==> config.mk <==
export PLATFORM = sky130hd
export DESIGN_NAME = battery_peak_hold_filter_flat
export DESIGN_NICKNAME = d
export VERILOG_FILES = /design/src/hdl/bphf_pkg.sv /design/src/hdl/bphf_if.sv /design/src/hdl/battery_peak_hold_filter.sv /design/src/hdl/bphf_cfg_regs.sv /design/src/hdl/bphf_smoother.sv /design/src/hdl/bphf_window.sv /design/src/flat_wrapper.sv
export VERILOG_INCLUDE_DIRS = /design/src /design/src/hdl
export SDC_FILE = /design/constraint.sdc
export NUM_CORES = 1
export LEC_CHECK = 0
export BUFFER_PORTS_ARGS = -buffer_cell sky130_fd_sc_hd__buf_2
export CORE_MARGIN = 1.5
export CORE_UTILIZATION = 45
export DETAILED_ROUTE_END_ITERATION = 6
export PLACE_DENSITY = 0.59
export REMOVE_ABC_BUFFERS = 1
export SLEW_MARGIN = 20
export SYNTH_ARGS = -nofsm -noshare
export SYNTH_HDL_FRONTEND = slang
export SYNTH_SLANG_ARGS = --single-unit
==> constraint.sdc <==
create_clock -name clk -period 24.7 [get_ports clk]
set_input_delay 7.41 -clock clk [delete_from_list [all_inputs] [get_ports clk]]
set_output_delay 7.41 -clock clk [all_outputs]
set_load 0.1 [all_outputs]
==> src/hdl/battery_peak_hold_filter_assert.svh <==
// Assertion macros shared by the battery peak hold filter RTL.
`ifndef BATTERY_PEAK_HOLD_FILTER_ASSERT_SVH
`define BATTERY_PEAK_HOLD_FILTER_ASSERT_SVH

// Same-cycle implication, checked at every rising clk edge out of reset.
`define BPHF_ASSERT_NOW(label, ante, cons) \
	label: assert property (@(posedge clk) disable iff (!arst_n) (ante) |-> (cons)) \
		else $error("bphf assertion failed");

// Next-cycle implication.
`define BPHF_ASSERT_NEXT(label, ante, cons) \
	label: assert property (@(posedge clk) disable iff (!arst_n) (ante) |=> (cons)) \
		else $error("bphf assertion failed");

`endif

==> src/hdl/bphf_pkg.sv <==
// Package: shared types, register indexes and reset values of the battery peak hold filter.
package bphf_pkg;

	localparam int unsigned SAMPLE_W  = 8;
	localparam int unsigned LEVEL_W   = 8;
	localparam int unsigned RUN_W     = 8;
	localparam int unsigned WINDOW_W  = 16;
	localparam int unsigned CFG_IDX_W = 2;
	localparam int unsigned CFG_DATA_W = 16;

	typedef enum logic [CFG_IDX_W-1:0] {
		CFG_NOISE_THRESHOLD      = 2'd0,
		CFG_OUTLIER_ACCEPT_COUNT = 2'd1,
		CFG_WINDOW_LENGTH        = 2'd2
	} cfg_idx_t;

	localparam logic [LEVEL_W-1:0]  NOISE_THRESHOLD_RST      = 8'd5;
	localparam logic [RUN_W-1:0]    OUTLIER_ACCEPT_COUNT_RST = 8'd3;
	localparam logic [WINDOW_W-1:0] WINDOW_LENGTH_RST        = 16'd1000;

	typedef struct packed {
		logic [LEVEL_W-1:0]  noise_threshold;
		logic [RUN_W-1:0]    outlier_accept_count;
		logic [WINDOW_W-1:0] window_length;
	} cfg_t;

	// One filter step as seen by the window tracker.
	typedef struct packed {
		logic                step;
		logic [SAMPLE_W-1:0] sample;
		logic [LEVEL_W-1:0]  smooth_next;
	} step_t;

	typedef struct packed {
		logic [LEVEL_W-1:0] reported_level;
		logic               window_end;
	} window_res_t;

endpackage

==> src/hdl/bphf_if.sv <==
// Valid/ready channel interfaces for sample words and level words.
interface bphf_in_if import bphf_pkg::*; ();
	logic                valid;
	logic                ready;
	logic [SAMPLE_W-1:0] sample;

	modport source (output valid, output sample, input ready);
	modport sink   (input valid, input sample, output ready);
endinterface

interface bphf_out_if import bphf_pkg::*; ();
	logic               valid;
	logic               ready;
	logic [LEVEL_W-1:0] reported_level;
	logic [LEVEL_W-1:0] smoothed_level;
	logic               window_end;

	modport source (output valid, output reported_level, output smoothed_level,
		output window_end, input ready);
	modport sink   (input valid, input reported_level, input smoothed_level,
		input window_end, output ready);
endinterface

==> src/hdl/battery_peak_hold_filter.sv <==
// Battery peak hold filter top level: input stage, smoother, window tracker, result register.
// Takes one 8-bit ADC sample per word and returns one result word per sample. The first
// sample seeds a smoothed value; later samples strictly inside +/- noise_threshold of it
// blend in as (9*old + sample)/10, others bump a wrapping outlier run and blend in only
// when the run hits outlier_accept_count. The maximum smoothed value over each window of
// window_length samples becomes the held level; reported_level is the raw sample until the
// first window closes and the held level after that. Throughput is one word per clock when
// levels.ready does not stall; a word passes the sample register, then the smoother/window
// update and the result register. The smoother state feeds back onto itself within that one
// update stage, which is what sets the single-cycle rate. The user must write configuration
// only while the block is idle, which it does not enforce; writes to unused indexes are ignored.
module battery_peak_hold_filter import bphf_pkg::*; (
	input  logic                  clk,
	input  logic                  arst_n,
	bphf_in_if.sink               samples,
	bphf_out_if.source            levels,
	input  logic                  cfg_wr_en,
	input  logic [CFG_IDX_W-1:0]  cfg_index,
	input  logic [CFG_DATA_W-1:0] cfg_wr_data
);
`include "battery_peak_hold_filter_assert.svh"

	cfg_t        cfg;
	step_t       st;
	window_res_t wres;

	// Input stage
	logic                valid_s1;
	logic [SAMPLE_W-1:0] sample_s1;

	// Result register
	logic               out_valid_q;
	logic [LEVEL_W-1:0] reported_q;
	logic [LEVEL_W-1:0] smoothed_q;
	logic               window_end_q;

	logic advance;      // result register free or being drained
	logic step;         // stage 1 word commits to state this cycle
	logic [LEVEL_W-1:0] smooth_next;

	assign advance       = !out_valid_q || levels.ready;
	assign step          = valid_s1 && advance;
	assign samples.ready = !valid_s1 || advance;

	bphf_cfg_regs u_cfg (
		.clk         (clk),
		.arst_n      (arst_n),
		.cfg_wr_en   (cfg_wr_en),
		.cfg_index   (cfg_index),
		.cfg_wr_data (cfg_wr_data),
		.cfg         (cfg)
	);

	bphf_smoother u_smoother (
		.clk         (clk),
		.arst_n      (arst_n),
		.step        (step),
		.sample      (sample_s1),
		.cfg         (cfg),
		.smooth_next (smooth_next)
	);

	assign st.step        = step;
	assign st.sample      = sample_s1;
	assign st.smooth_next = smooth_next;

	bphf_window u_window (
		.clk    (clk),
		.arst_n (arst_n),
		.st     (st),
		.cfg    (cfg),
		.res    (wres)
	);

	always_ff @(posedge clk or negedge arst_n) begin
		if (!arst_n) begin
			valid_s1 <= 1'b0;
		end else if (samples.ready) begin
			valid_s1 <= samples.valid;
		end
	end

	always_ff @(posedge clk) begin
		if (samples.valid && samples.ready) begin
			sample_s1 <= samples.sample;
		end
	end

	always_ff @(posedge clk or negedge arst_n) begin
		if (!arst_n) begin
			out_valid_q <= 1'b0;
		end else if (advance) begin
			out_valid_q <= valid_s1;
		end
	end

	always_ff @(posedge clk) begin
		if (step) begin
			reported_q   <= wres.reported_level;
			smoothed_q   <= smooth_next;
			window_end_q <= wres.window_end;
		end
	end

	assign levels.valid          = out_valid_q;
	assign levels.reported_level = reported_q;
	assign levels.smoothed_level = smoothed_q;
	assign levels.window_end     = window_end_q;

	`BPHF_ASSERT_NEXT(a_step_gives_result, step, out_valid_q)
	`BPHF_ASSERT_NEXT(a_stall_holds_stage, valid_s1 && !advance, valid_s1 && $stable(sample_s1))

endmodule

==> src/hdl/bphf_cfg_regs.sv <==
// Configuration register file with a plain write port.
module bphf_cfg_regs import bphf_pkg::*; (
	input  logic                  clk,
	input  logic                  arst_n,
	input  logic                  cfg_wr_en,
	input  logic [CFG_IDX_W-1:0]  cfg_index,
	input  logic [CFG_DATA_W-1:0] cfg_wr_data,
	output cfg_t                  cfg
);

	cfg_t cfg_q;

	always_ff @(posedge clk or negedge arst_n) begin
		if (!arst_n) begin
			cfg_q.noise_threshold      <= NOISE_THRESHOLD_RST;
			cfg_q.outlier_accept_count <= OUTLIER_ACCEPT_COUNT_RST;
			cfg_q.window_length        <= WINDOW_LENGTH_RST;
		end else if (cfg_wr_en) begin
			case (cfg_idx_t'(cfg_index))
				CFG_NOISE_THRESHOLD: begin
					cfg_q.noise_threshold <= cfg_wr_data[LEVEL_W-1:0];
				end
				CFG_OUTLIER_ACCEPT_COUNT: begin
					cfg_q.outlier_accept_count <= cfg_wr_data[RUN_W-1:0];
				end
				CFG_WINDOW_LENGTH: begin
					cfg_q.window_length <= cfg_wr_data[WINDOW_W-1:0];
				end
				default: begin
				end
			endcase
		end
	end

	assign cfg = cfg_q;

endmodule

==> src/hdl/bphf_smoother.sv <==
// Gated exponential smoother: seed, band check, outlier run and 9/10 blend.
module bphf_smoother import bphf_pkg::*; (
	input  logic                clk,
	input  logic                arst_n,
	input  logic                step,
	input  logic [SAMPLE_W-1:0] sample,
	input  cfg_t                cfg,
	output logic [LEVEL_W-1:0]  smooth_next
);
`include "battery_peak_hold_filter_assert.svh"

	localparam int unsigned SUM_W   = 12;  // 9*255 + 255 = 2550
	localparam int unsigned RECIP_W = 13;
	// floor(x/10) == (x*6554) >> 16 for x below 16384
	localparam logic [RECIP_W-1:0] RECIP_10 = 13'd6554;
	localparam int unsigned PROD_W  = SUM_W + RECIP_W;
	localparam int unsigned SHIFT   = 16;

	logic [LEVEL_W-1:0] smooth_q;
	logic               seeded_q;
	logic [RUN_W-1:0]   run_q;

	logic [LEVEL_W-1:0] old_val;
	logic [9:0]         old_w, smp_w, th_w;
	logic               in_band;
	logic [RUN_W-1:0]   run_inc, run_next;
	logic               apply;
	logic [SUM_W-1:0]   sum;
	logic [PROD_W-1:0]  prod;
	logic [LEVEL_W-1:0] blended;

	// First sample seeds the value before the band check.
	assign old_val = seeded_q ? smooth_q : sample;

	// Strict band: old - th < s < old + th, done without signs.
	assign old_w   = {2'b00, old_val};
	assign smp_w   = {2'b00, sample};
	assign th_w    = {2'b00, cfg.noise_threshold};
	assign in_band = (smp_w < old_w + th_w) && (smp_w + th_w > old_w);

	assign run_inc  = run_q + RUN_W'(1);
	assign run_next = in_band ? '0 : run_inc;
	assign apply    = in_band || (run_inc == cfg.outlier_accept_count);

	assign sum     = {old_val, 3'b000} + SUM_W'(old_val) + SUM_W'(sample);
	assign prod    = PROD_W'(sum) * PROD_W'(RECIP_10);
	assign blended = prod[SHIFT +: LEVEL_W];

	assign smooth_next = apply ? blended : old_val;

	always_ff @(posedge clk or negedge arst_n) begin
		if (!arst_n) begin
			smooth_q <= '0;
			seeded_q <= 1'b0;
			run_q    <= '0;
		end else if (step) begin
			smooth_q <= smooth_next;
			seeded_q <= 1'b1;
			run_q    <= run_next;
		end
	end

	`BPHF_ASSERT_NEXT(a_seed_after_step, step, seeded_q)
	`BPHF_ASSERT_NOW(a_unseeded_clean, !seeded_q, (smooth_q == '0) && (run_q == '0))

endmodule

==> src/hdl/bphf_window.sv <==
// Windowed maximum of the smoothed value and the held battery level.
module bphf_window import bphf_pkg::*; (
	input  logic        clk,
	input  logic        arst_n,
	input  step_t       st,
	input  cfg_t        cfg,
	output window_res_t res
);
`include "battery_peak_hold_filter_assert.svh"

	logic [WINDOW_W-1:0] count_q;
	logic [LEVEL_W-1:0]  max_q;
	logic [LEVEL_W-1:0]  held_q;
	logic                held_valid_q;

	logic [WINDOW_W-1:0] count_inc;
	logic [LEVEL_W-1:0]  max_upd;
	logic                close;

	assign count_inc = count_q + WINDOW_W'(1);
	assign close     = (count_inc == cfg.window_length);
	assign max_upd   = (st.smooth_next > max_q) ? st.smooth_next : max_q;

	// Level is picked from the held value before this word can close a window.
	assign res.reported_level = held_valid_q ? held_q : st.sample;
	assign res.window_end     = close;

	always_ff @(posedge clk or negedge arst_n) begin
		if (!arst_n) begin
			count_q      <= '0;
			max_q        <= '0;
			held_q       <= '0;
			held_valid_q <= 1'b0;
		end else if (st.step) begin
			if (close) begin
				count_q      <= '0;
				max_q        <= '0;
				held_q       <= max_upd;
				held_valid_q <= 1'b1;
			end else begin
				count_q <= count_inc;
				max_q   <= max_upd;
			end
		end
	end

	`BPHF_ASSERT_NEXT(a_close_clears, st.step && close,
		(count_q == '0) && (max_q == '0) && held_valid_q)
	`BPHF_ASSERT_NOW(a_max_covers_held_flag, !held_valid_q, held_q == '0)

endmodule
==> src/flat_wrapper.sv <==
// flat-port wrapper written by rule: the top's interface ports become plain ports
module battery_peak_hold_filter_flat import bphf_pkg::*;
  (clk, arst_n, cfg_wr_en, cfg_index, cfg_wr_data, samples_valid, samples_sample, samples_ready, levels_valid, levels_reported_level, levels_smoothed_level, levels_window_end, levels_ready);
  bphf_in_if samples_i ();
  bphf_out_if levels_i ();
  input  logic clk;
  input  logic arst_n;
  input  logic cfg_wr_en;
  input  logic [CFG_IDX_W-1:0] cfg_index;
  input  logic [CFG_DATA_W-1:0] cfg_wr_data;
  input wire logic [$bits(samples_i.valid)-1:0] samples_valid;
  input wire logic [$bits(samples_i.sample)-1:0] samples_sample;
  output wire logic [$bits(samples_i.ready)-1:0] samples_ready;
  output wire logic [$bits(levels_i.valid)-1:0] levels_valid;
  output wire logic [$bits(levels_i.reported_level)-1:0] levels_reported_level;
  output wire logic [$bits(levels_i.smoothed_level)-1:0] levels_smoothed_level;
  output wire logic [$bits(levels_i.window_end)-1:0] levels_window_end;
  input wire logic [$bits(levels_i.ready)-1:0] levels_ready;
  assign samples_i.valid = samples_valid;
  assign samples_i.sample = samples_sample;
  assign samples_ready = samples_i.ready;
  assign levels_valid = levels_i.valid;
  assign levels_reported_level = levels_i.reported_level;
  assign levels_smoothed_level = levels_i.smoothed_level;
  assign levels_window_end = levels_i.window_end;
  assign levels_i.ready = levels_ready;
  battery_peak_hold_filter u_core (.clk(clk), .arst_n(arst_n), .samples(samples_i), .levels(levels_i), .cfg_wr_en(cfg_wr_en), .cfg_index(cfg_index), .cfg_wr_data(cfg_wr_data));
endmodule
# Word level (Yosys, flattened, before mapping)
# Cells that the tools add are included.
word_totals:
  reg_bits: 109
  in_bits: 31
  out_inout_bits: 19
  elab_cells: 50
op_classes:
  addsub: 6
  mul: 1
  magnitude_cmp: 3
  n_eq_ne: 4
  muxes: 7
  reduce_logical: 13
op_table:
  columns: ["operator", "n"]
  rows:
  - ["2-to-1 mux 8 bit", 6]
  - ["multiplier 12 x 12 -> 23 bit (second input constant)", 1]
  - ["adder 8 x 8 -> 9 bit", 2]
  - ["adder 16 x 1 -> 16 bit (second input constant)", 1]
  - ["equality test 16 bit", 1]
  - ["2-to-1 mux 16 bit", 1]
  - ["adder 11 x 8 -> 12 bit", 1]
  - ["adder 12 x 8 -> 12 bit", 1]
  - ["greater-than comparator 9 x 8 -> 1 bit", 1]
  - ["< comparator 8 x 9 -> 1 bit", 1]
  - ["adder 8 x 1 -> 8 bit (second input constant)", 1]
  - ["equality test 8 bit", 1]
  - ["greater-than comparator 8 bit", 1]
  - ["AND reduction 2 bit", 4]
  - ["logical AND 1 bit", 3]
  - ["logical OR 1 bit", 3]
  - ["equality test 2 x 1 -> 1 bit (second input constant)", 1]
  - ["equality test 2 bit (second input constant)", 1]
  - ["zero test 1 bit", 2]
  - ["zero test 2 bit", 1]

# Logic depth before layout (Yosys ltp)
# Gate-level depths: netlist of the first run.
depth:
  depth_word: 9
  ltp_mapped: 42
  depth_no_buf: 40

# By module
# From an unflattened synthesis of the first run, not the netlist that was laid out.
unflattened:
  cells_unflattened: 948
  area_unflattened_um2: 9872.0
by_module_without_submodules:
  columns: ["module", "instances", "cells_per_inst", "area_per_inst_um2", "seq_area_each_um2"]
  rows:
  - ["bphf_smoother", 1, 546, 5144.9, 425.4]
  - ["bphf_window", 1, 301, 2637.5, 825.8]
  - ["bphf_cfg_regs", 1, 68, 1234.9, 813.3]
  - ["battery_peak_hold_filter", 1, 33, 854.6, 800.8]

# Least setup slack after synthesis of the first run
# Ideal clock, no wire load.
synth_path:
  path_type: "input to output"
  from: "in levels_ready"
  to: "out samples_ready"
  arrival_ns: 8.232
  required_time_ns: 17.290
  setup_slack_ns: 9.058
  cell_stages: 1
  path_buffers: 0
  path_cell_list: "nand3b_1"
synth_via:
  elab_chain_len: 2
synth_rtl:
  columns: ["item", "line_no", "text"]
  rows:
  - ["start, declared", "flat_wrapper.sv:18", "input wire logic [$bits(levels_i.ready)-1:0] levels_ready;"]
  - ["logical OR 1 bit", "battery_peak_hold_filter.sv:41", "assign advance = !out_valid_q || levels.ready;"]
  - ["logical OR 1 bit", "battery_peak_hold_filter.sv:43", "assign samples.ready = !valid_s1 || advance;"]
  - ["end, declared", "flat_wrapper.sv:13", "output wire logic [$bits(samples_i.ready)-1:0] samples_ready;"]
# Every way passes these cells.

# Final worst setup path of the first run
# Same ends and word-level chain as after synthesis.

==> results.sh, run 1 <==
export IMPL_routedWlPerCell_um=16.5
export IMPL_cts_num_sinks=109
export IMPL_syn_area_um2=9620
export IMPL_ys_ff_latch=109
export IMPL_arrival_ns=8.06
export IMPL_period_minus_slack_ns=15.47
export IMPL_netlist_top_cells_count="137 x inv_1, 132 x ha_1, 74 x dfrtp_1"
export IMPL_max_freq_ghz=0.0646
export IMPL_postRouteAntennaNets=0
export IMPL_synth_most_common_cell="inv_1"
export IMPL_globalRouteOverflowTotal=0
export IMPL_vias_per_cell=5.42
export IMPL_relSlewSlack=0.361
export IMPL_hold_end="u_core.u_window.held_q[6]$_DFFE_PN0P_"
export IMPL_dieArea_um2=22300
export IMPL_clk_insertion_delay_late_ns=0.36
export IMPL_grt_max_degree=73
export IMPL_fin_nets=1208
export IMPL_synth_warnings=0
export IMPL_crit_path_start_kind="input pin"
export IMPL_drv_slew=0
export IMPL_critPathMaxFanout=3
export IMPL_synth_area_top_cells="dfrtp_1 19%, ha_1 17%, fa_1 9.6%"
export IMPL_gr_usage_all_layers=0.203
export IMPL_maxCapViolations=0
export IMPL_num_io_pins=50
export IMPL_end_kind="primary output"
export IMPL_hp_start="u_core.u_window.held_q[6]$_DFFE_PN0P_"
export IMPL_largest_reg_flops=32
export IMPL_clk_pin_slew_ns=0.08
export IMPL_die_h_um=149
export IMPL_r2r_start="u_core.u_smoother.seeded_q$_DFFE_PN0P_"
export IMPL_reg2reg_depth=37
export IMPL_num_antenna_cells=0
export IMPL_syn2layout_area_growth_pct=8.67
export IMPL_ys_seq_area_frac=0.298
export IMPL_cts_max_path_buffers=2
export IMPL_cts_made_buffers=9
export IMPL_status="finished, final reports clean"
export IMPL_grt_pass1_wl_um=35600
export IMPL_critPathLaunch="levels_ready"
export IMPL_vias=6933
export IMPL_grt_pass1_vias=6921
export IMPL_hold_viol_final=0
export IMPL_dpl_cell_area_um2=10100
export IMPL_globalplace_congestion=0.854
export IMPL_tritoncts="built"
export IMPL_async_flop_share=0.771
export IMPL_core_area_um2=21000
export IMPL_avgSynthCellArea_um2=10.0
export IMPL_drc=0
export IMPL_skew_ns=0.0121
export IMPL_crit_required_ns=17.29
export IMPL_cts_root_buf="clkbuf_16"
export IMPL_synth_edf_count=25
export IMPL_min_path_cells=1
export IMPL_fin_area_um2=10500
export IMPL_worst_pin_slew_ns=0.959
export IMPL_r2r_setup_slack_ns=14.37
export IMPL_cts_resized=0
export IMPL_holdCritPathClass="reg -> reg"
export IMPL_synth_distinct_cells=73
export IMPL_drive_above_1_share=0.145
export IMPL_setup_violations=0
export IMPL_io_buffers=49
export IMPL_routed_wl_um=21100
export IMPL_drtIter0Drc=266
export IMPL_cts_hold_fix_buffers=0
export IMPL_synth_flop_cell="dfrtp_1"
export IMPL_hpwl_um=16600
export IMPL_synth_largest_area_cell="dfrtp_1"
export IMPL_die_w_um=149
export IMPL_rsz0062_at_grt="no"
export IMPL_reg2reg_to="u_core.u_window.held_q[7]$_DFFE_PN0P_"
export IMPL_synthCells=960
export IMPL_grt_antenna_before_repair=0
export IMPL_cts_max_level=3
export IMPL_critPathKind="in -> out"
export IMPL_rows=53
export IMPL_post_cts_buffers=0
export IMPL_start_util=0.458
export IMPL_first_pass_iters=4
export IMPL_fillers=1985
export IMPL_tns_ns=0
export IMPL_fin_crit_sh=0.626
export IMPL_synth_top_area_frac=0.192
[routing by layer]
layer | wire, um | GRT usage | part of all wire | vias to the layer above
li1 | - | - | - | 3452
met1 | 10400 | 0.288 | 0.49 | 3377
met2 | 9890 | 0.328 | 0.47 | 86
met4 | 218 | 0.0406 | 0.010 | 0
met5 | 0 | 0 | 0 | -
met3 | 610 | 0.0330 | 0.029 | 18
[worst max-delay path, stage by stage]
cell	delay (ns)
buf_2	0.08
nand3b_1	0.13
buf_2	0.44
[per-stage QoR]
stage | util | setup WS, ns | hold WS [ns] | std cells
floorplan | - | 9.06 | 0.444 | 932
global placement | 0.482 | 9.25 | 0.455 | 1263
detailed placement | 0.482 | 9.22 | 0.462 | 1263
CTS | 0.497 | 9.22 | 0.481 | 1279
global route | 0.497 | 9.19 | 0.491 | 1279
finish | 0.497 | 9.23 | 0.475 | 1279
[cell usage in the layout, fill, tap and decap left out, types with 22 or more instances in the layout]
master    count
a21oi_1      45
buf_2        48
dfrtp_1      74
edfxtp_1     25
fa_1         46
ha_1        132
inv_1       137
mux2_2       47
nand2_1      44
nand3_1      22
nor2_1       32
o21ai_0      50
xnor2_1      39
[logic make-up after synthesis]
family                     share of synthesized area
AOI/OAI and AO/OA                              0.138
and+or+nand+nor                                0.107
adders and majority gates                      0.267
buffers and inverters                         0.0683
DFF                                            0.298
muxes                                         0.0717
xor gates and xnor gates                      0.0492
[layout make-up]
cell class              count  area, um2  share of cell area
multi-input cells         685       6100               0.584
flip-flops and latches    109       2870               0.274
inverters                 138        518              0.0495
well taps                 275        344              0.0329
repair buffers             56        300              0.0287
clock buffers              10        229              0.0219
clock inverters             6       95.1             0.00910
[worst max-delay path by stage]
stage	end	depth (start not counted)	slack (ns)
floorplan	samples_ready	1	9.06
global placement	samples_ready	3	9.25
detailed placement	samples_ready	3	9.22
CTS	samples_ready	3	9.22
global route	samples_ready	3	9.19
finish	samples_ready	3	9.23
Power of run 1 is not shown: default switching activity piles up to over one toggle a cycle in this logic, so the estimate is an artifact.
==> run 2: changes to the inputs <==
--- a/config.mk
+++ b/config.mk
@@ -6,11 +6,12 @@
 export SDC_FILE = /design/constraint.sdc
 export NUM_CORES = 1
 export LEC_CHECK = 0
+export ABC_AREA = 1
 export BUFFER_PORTS_ARGS = -buffer_cell sky130_fd_sc_hd__buf_2
 export CORE_MARGIN = 1.5
 export CORE_UTILIZATION = 45
 export DETAILED_ROUTE_END_ITERATION = 6
-export PLACE_DENSITY = 0.59
+export PLACE_DENSITY = 0.61
 export REMOVE_ABC_BUFFERS = 1
 export SLEW_MARGIN = 20
 export SYNTH_ARGS = -nofsm -noshare
==> constraint.sdc (replaced) <==
create_clock -name clk -period 13.7 [get_ports clk]
set_input_delay 4.11 -clock clk [delete_from_list [all_inputs] [get_ports clk]]
set_output_delay 4.11 -clock clk [all_outputs]
set_load 0.1 [all_outputs]
==> run 2 against run 1 <==
Global-route usage up 1.1 points. Cell area increased by 2.1%. Wire length up 6.6%. Cell count up 23%. Non-clock buffer count is 3 lower. Clock skew is 0.0029 ns lower. Largest cell class unchanged.
==> results.sh, run 2 <==
export IMPL_ys_seq_area_frac=0.293
export IMPL_finalNonFillerCells=1579
export IMPL_post_cts_buffers=0
export IMPL_synth_most_common_cell="nand2_1"
export IMPL_cts_made_buffers=9
export IMPL_grt_antenna_before_repair=0
export IMPL_setup_slack_ns=4.13
export IMPL_largest_reg_flops=32
export IMPL_multi_input_comb_area_um2=6020
export IMPL_grt_pass1_vias=7868
export IMPL_routed_wl_um=22500
export IMPL_drv_slew=0
export IMPL_tritoncts="built"
export IMPL_layout_common_cells="344 x nand2_1, 224 x inv_1, 132 x ha_1"
export IMPL_end_kind="flop"
export IMPL_crit_slowest_cell="a32oi_1"
export IMPL_cp_slowest_stage_delay_ns=0.61
export IMPL_synthCells=1249
export IMPL_dieArea_um2=22600
export IMPL_fin_crit_sh=0.698
export IMPL_regArea_um2=2870
export IMPL_die_w_um=150
export IMPL_grt_max_degree=74
export IMPL_arrival_ns=9.82
export IMPL_gr_usage_all_layers=0.215
export IMPL_critPathMaxFanout=10
export IMPL_cts_root_buf="clkbuf_16"
export IMPL_drc=0
export IMPL_synth_flop_cell="dfrtp_1"
export IMPL_maxCapViolations=0
export IMPL_worst_pin_slew_ns=0.947
export IMPL_async_flop_share=0.771
export IMPL_die_h_um=150
export IMPL_num_antenna_cells=0
export IMPL_start_util=0.463
export IMPL_relSlewSlack=0.369
export IMPL_cts_resized=0
export IMPL_syn2layout_area_growth_pct=9.04
export IMPL_core_area_um2=21200
export IMPL_avgSynthCellArea_um2=7.84
export IMPL_synth_top_area_frac=0.189
export IMPL_globalplace_congestion=0.842
export IMPL_ys_ff_latch=109
export IMPL_holdCritPathClass="reg -> reg"
export IMPL_hold_viol_final=0
export IMPL_drive_above_1_share=0.0874
export IMPL_critPathKind="reg -> reg"
export IMPL_postRouteAntennaNets=0
export IMPL_first_pass_iters=5
export IMPL_clk_pin_slew_ns=0.08
export IMPL_synth_edf_count=25
export IMPL_crit_path_start_kind="flop"
export IMPL_cts_num_sinks=109
export IMPL_globalRouteOverflowTotal=0
export IMPL_io_buffers=49
export IMPL_drtIter0Drc=356
export IMPL_routedWlPerCell_um=14.2
export IMPL_max_freq_ghz=0.105
export IMPL_netlist_top_cells_count="344 x nand2_1, 224 x inv_1, 132 x ha_1"
export IMPL_synth_distinct_cells=42
export IMPL_synth_area_top_cells="dfrtp_1 19%, ha_1 17%, nand2_1 13%"
export IMPL_synth_warnings=0
export IMPL_fin_nets=1508
export IMPL_path_common_cell="nand2_1"
export IMPL_skew_ns=0.00915
export IMPL_rsz0062_at_grt="no"
export IMPL_tns_ns=0
export IMPL_crit_required_ns=13.95
export IMPL_period_minus_slack_ns=9.57
export IMPL_vias_per_cell=4.96
export IMPL_vias=7826
export IMPL_status="finished, final reports clean"
export IMPL_rows=53
export IMPL_fillers=2129
export IMPL_syn_area_um2=9790
export IMPL_cts_hold_fix_buffers=0
export IMPL_hpwl_um=18300
export IMPL_num_io_pins=50
export IMPL_mostFrequentLayoutCell="nand2_1"
export IMPL_setup_violations=0
export IMPL_clk_insertion_delay_late_ns=0.36
export IMPL_cts_max_level=3
export IMPL_synth_largest_area_cell="dfrtp_1"
export IMPL_cts_max_path_buffers=2
export IMPL_pre_cts_ws_ns=4.20
export IMPL_dpl_cell_count=1563
export IMPL_grt_pass1_wl_um=38000
==> run 2: path summary, 6_finish.rpt <==
| check | startpoint | to | slack (ns) | cells past startpoint |
|---|---|---|---|---|
| hold reg to reg | u_core.u_cfg.cfg[8]$_DFFE_PN1P_ | u_core.u_cfg.cfg[8]$_DFFE_PN1P_ | 0.49 | 2 |
| setup reg to reg | u_core.u_smoother.seeded_q$_DFFE_PN0P_ | u_core.u_window.held_q[6]$_DFFE_PN0P_ | 4.13 | 40 |
| max in group asynchronous | arst_n | u_core.u_smoother.run_q[0]$_DFFE_PN0P_ | 8.94 | 2 |
| min in group asynchronous | arst_n | u_core.u_window.max_q[5]$_DFFE_PN0P_ | 3.58 | 1 |
| setup / recovery | u_core.u_smoother.seeded_q$_DFFE_PN0P_ | u_core.u_window.held_q[6]$_DFFE_PN0P_ | 4.13 | 40 |
| hold / removal | u_core.u_cfg.cfg[8]$_DFFE_PN1P_ | u_core.u_cfg.cfg[8]$_DFFE_PN1P_ | 0.49 | 2 |
==> run 2: per-stage QoR <==
step                instance area [um2]   util  hold WS [ns]
global placement                  10400  0.489         0.466
detailed placement                10400  0.489         0.471
finish                            10700  0.505         0.485
global route                      10700  0.505         0.517
floorplan                          9730      -         0.446
CTS                               10700  0.505         0.491
==> run 2: cell families (layout without fill, tap and decap cells) <==
logic type               count (synthesis)  in the layout  share of synthesized area
XOR/XNOR                                37             37                     0.0331
AND/OR/NAND/NOR                        540            540                      0.239
AO/OA/AOI/OAI                          145            145                     0.0791
adder cells (fa/ha/maj)                178            178                      0.263
buffers and inverters                  239            294                     0.0927
multiplexers                             1              1                    0.00115
flip-flops                             109            109                      0.293
==> run 2: layer usage <==
layer | GRT usage | vias up | wire length, um
met1 | 0.280 | 3626 | 10500
met4 | 0.0505 | 0 | 352
met2 | 0.377 | 89 | 11000
li1 | - | 4090 | -
met3 | 0.0285 | 21 | 575
met5 | 0 | - | 0
==> run 2: critical path, delay by kind of cell, from the launching register on <==
| family | cells | cell delay (ns) |
|---|---|---|
| AOI/OAI and AO/OA | 7 | 1.92 |
| xor gates and xnor gates | 2 | 0.73 |
| adders and majority gates | 10 | 3.81 |
| buffers and inverters | 5 | 0.84 |
| DFF | 1 | 0.46 |
| and+or+nand+nor | 16 | 1.69 |
==> run 2: final cells by class <==
cell class                 count  area share
timing repair buffer          53      0.0260
clock buffer                  11      0.0258
clock inverter                 5     0.00445
sequential                   109       0.268
inverter                     225      0.0794
tap                          275      0.0322
multi-input combinational    901       0.564
Power of run 2 is left out for the same reason.
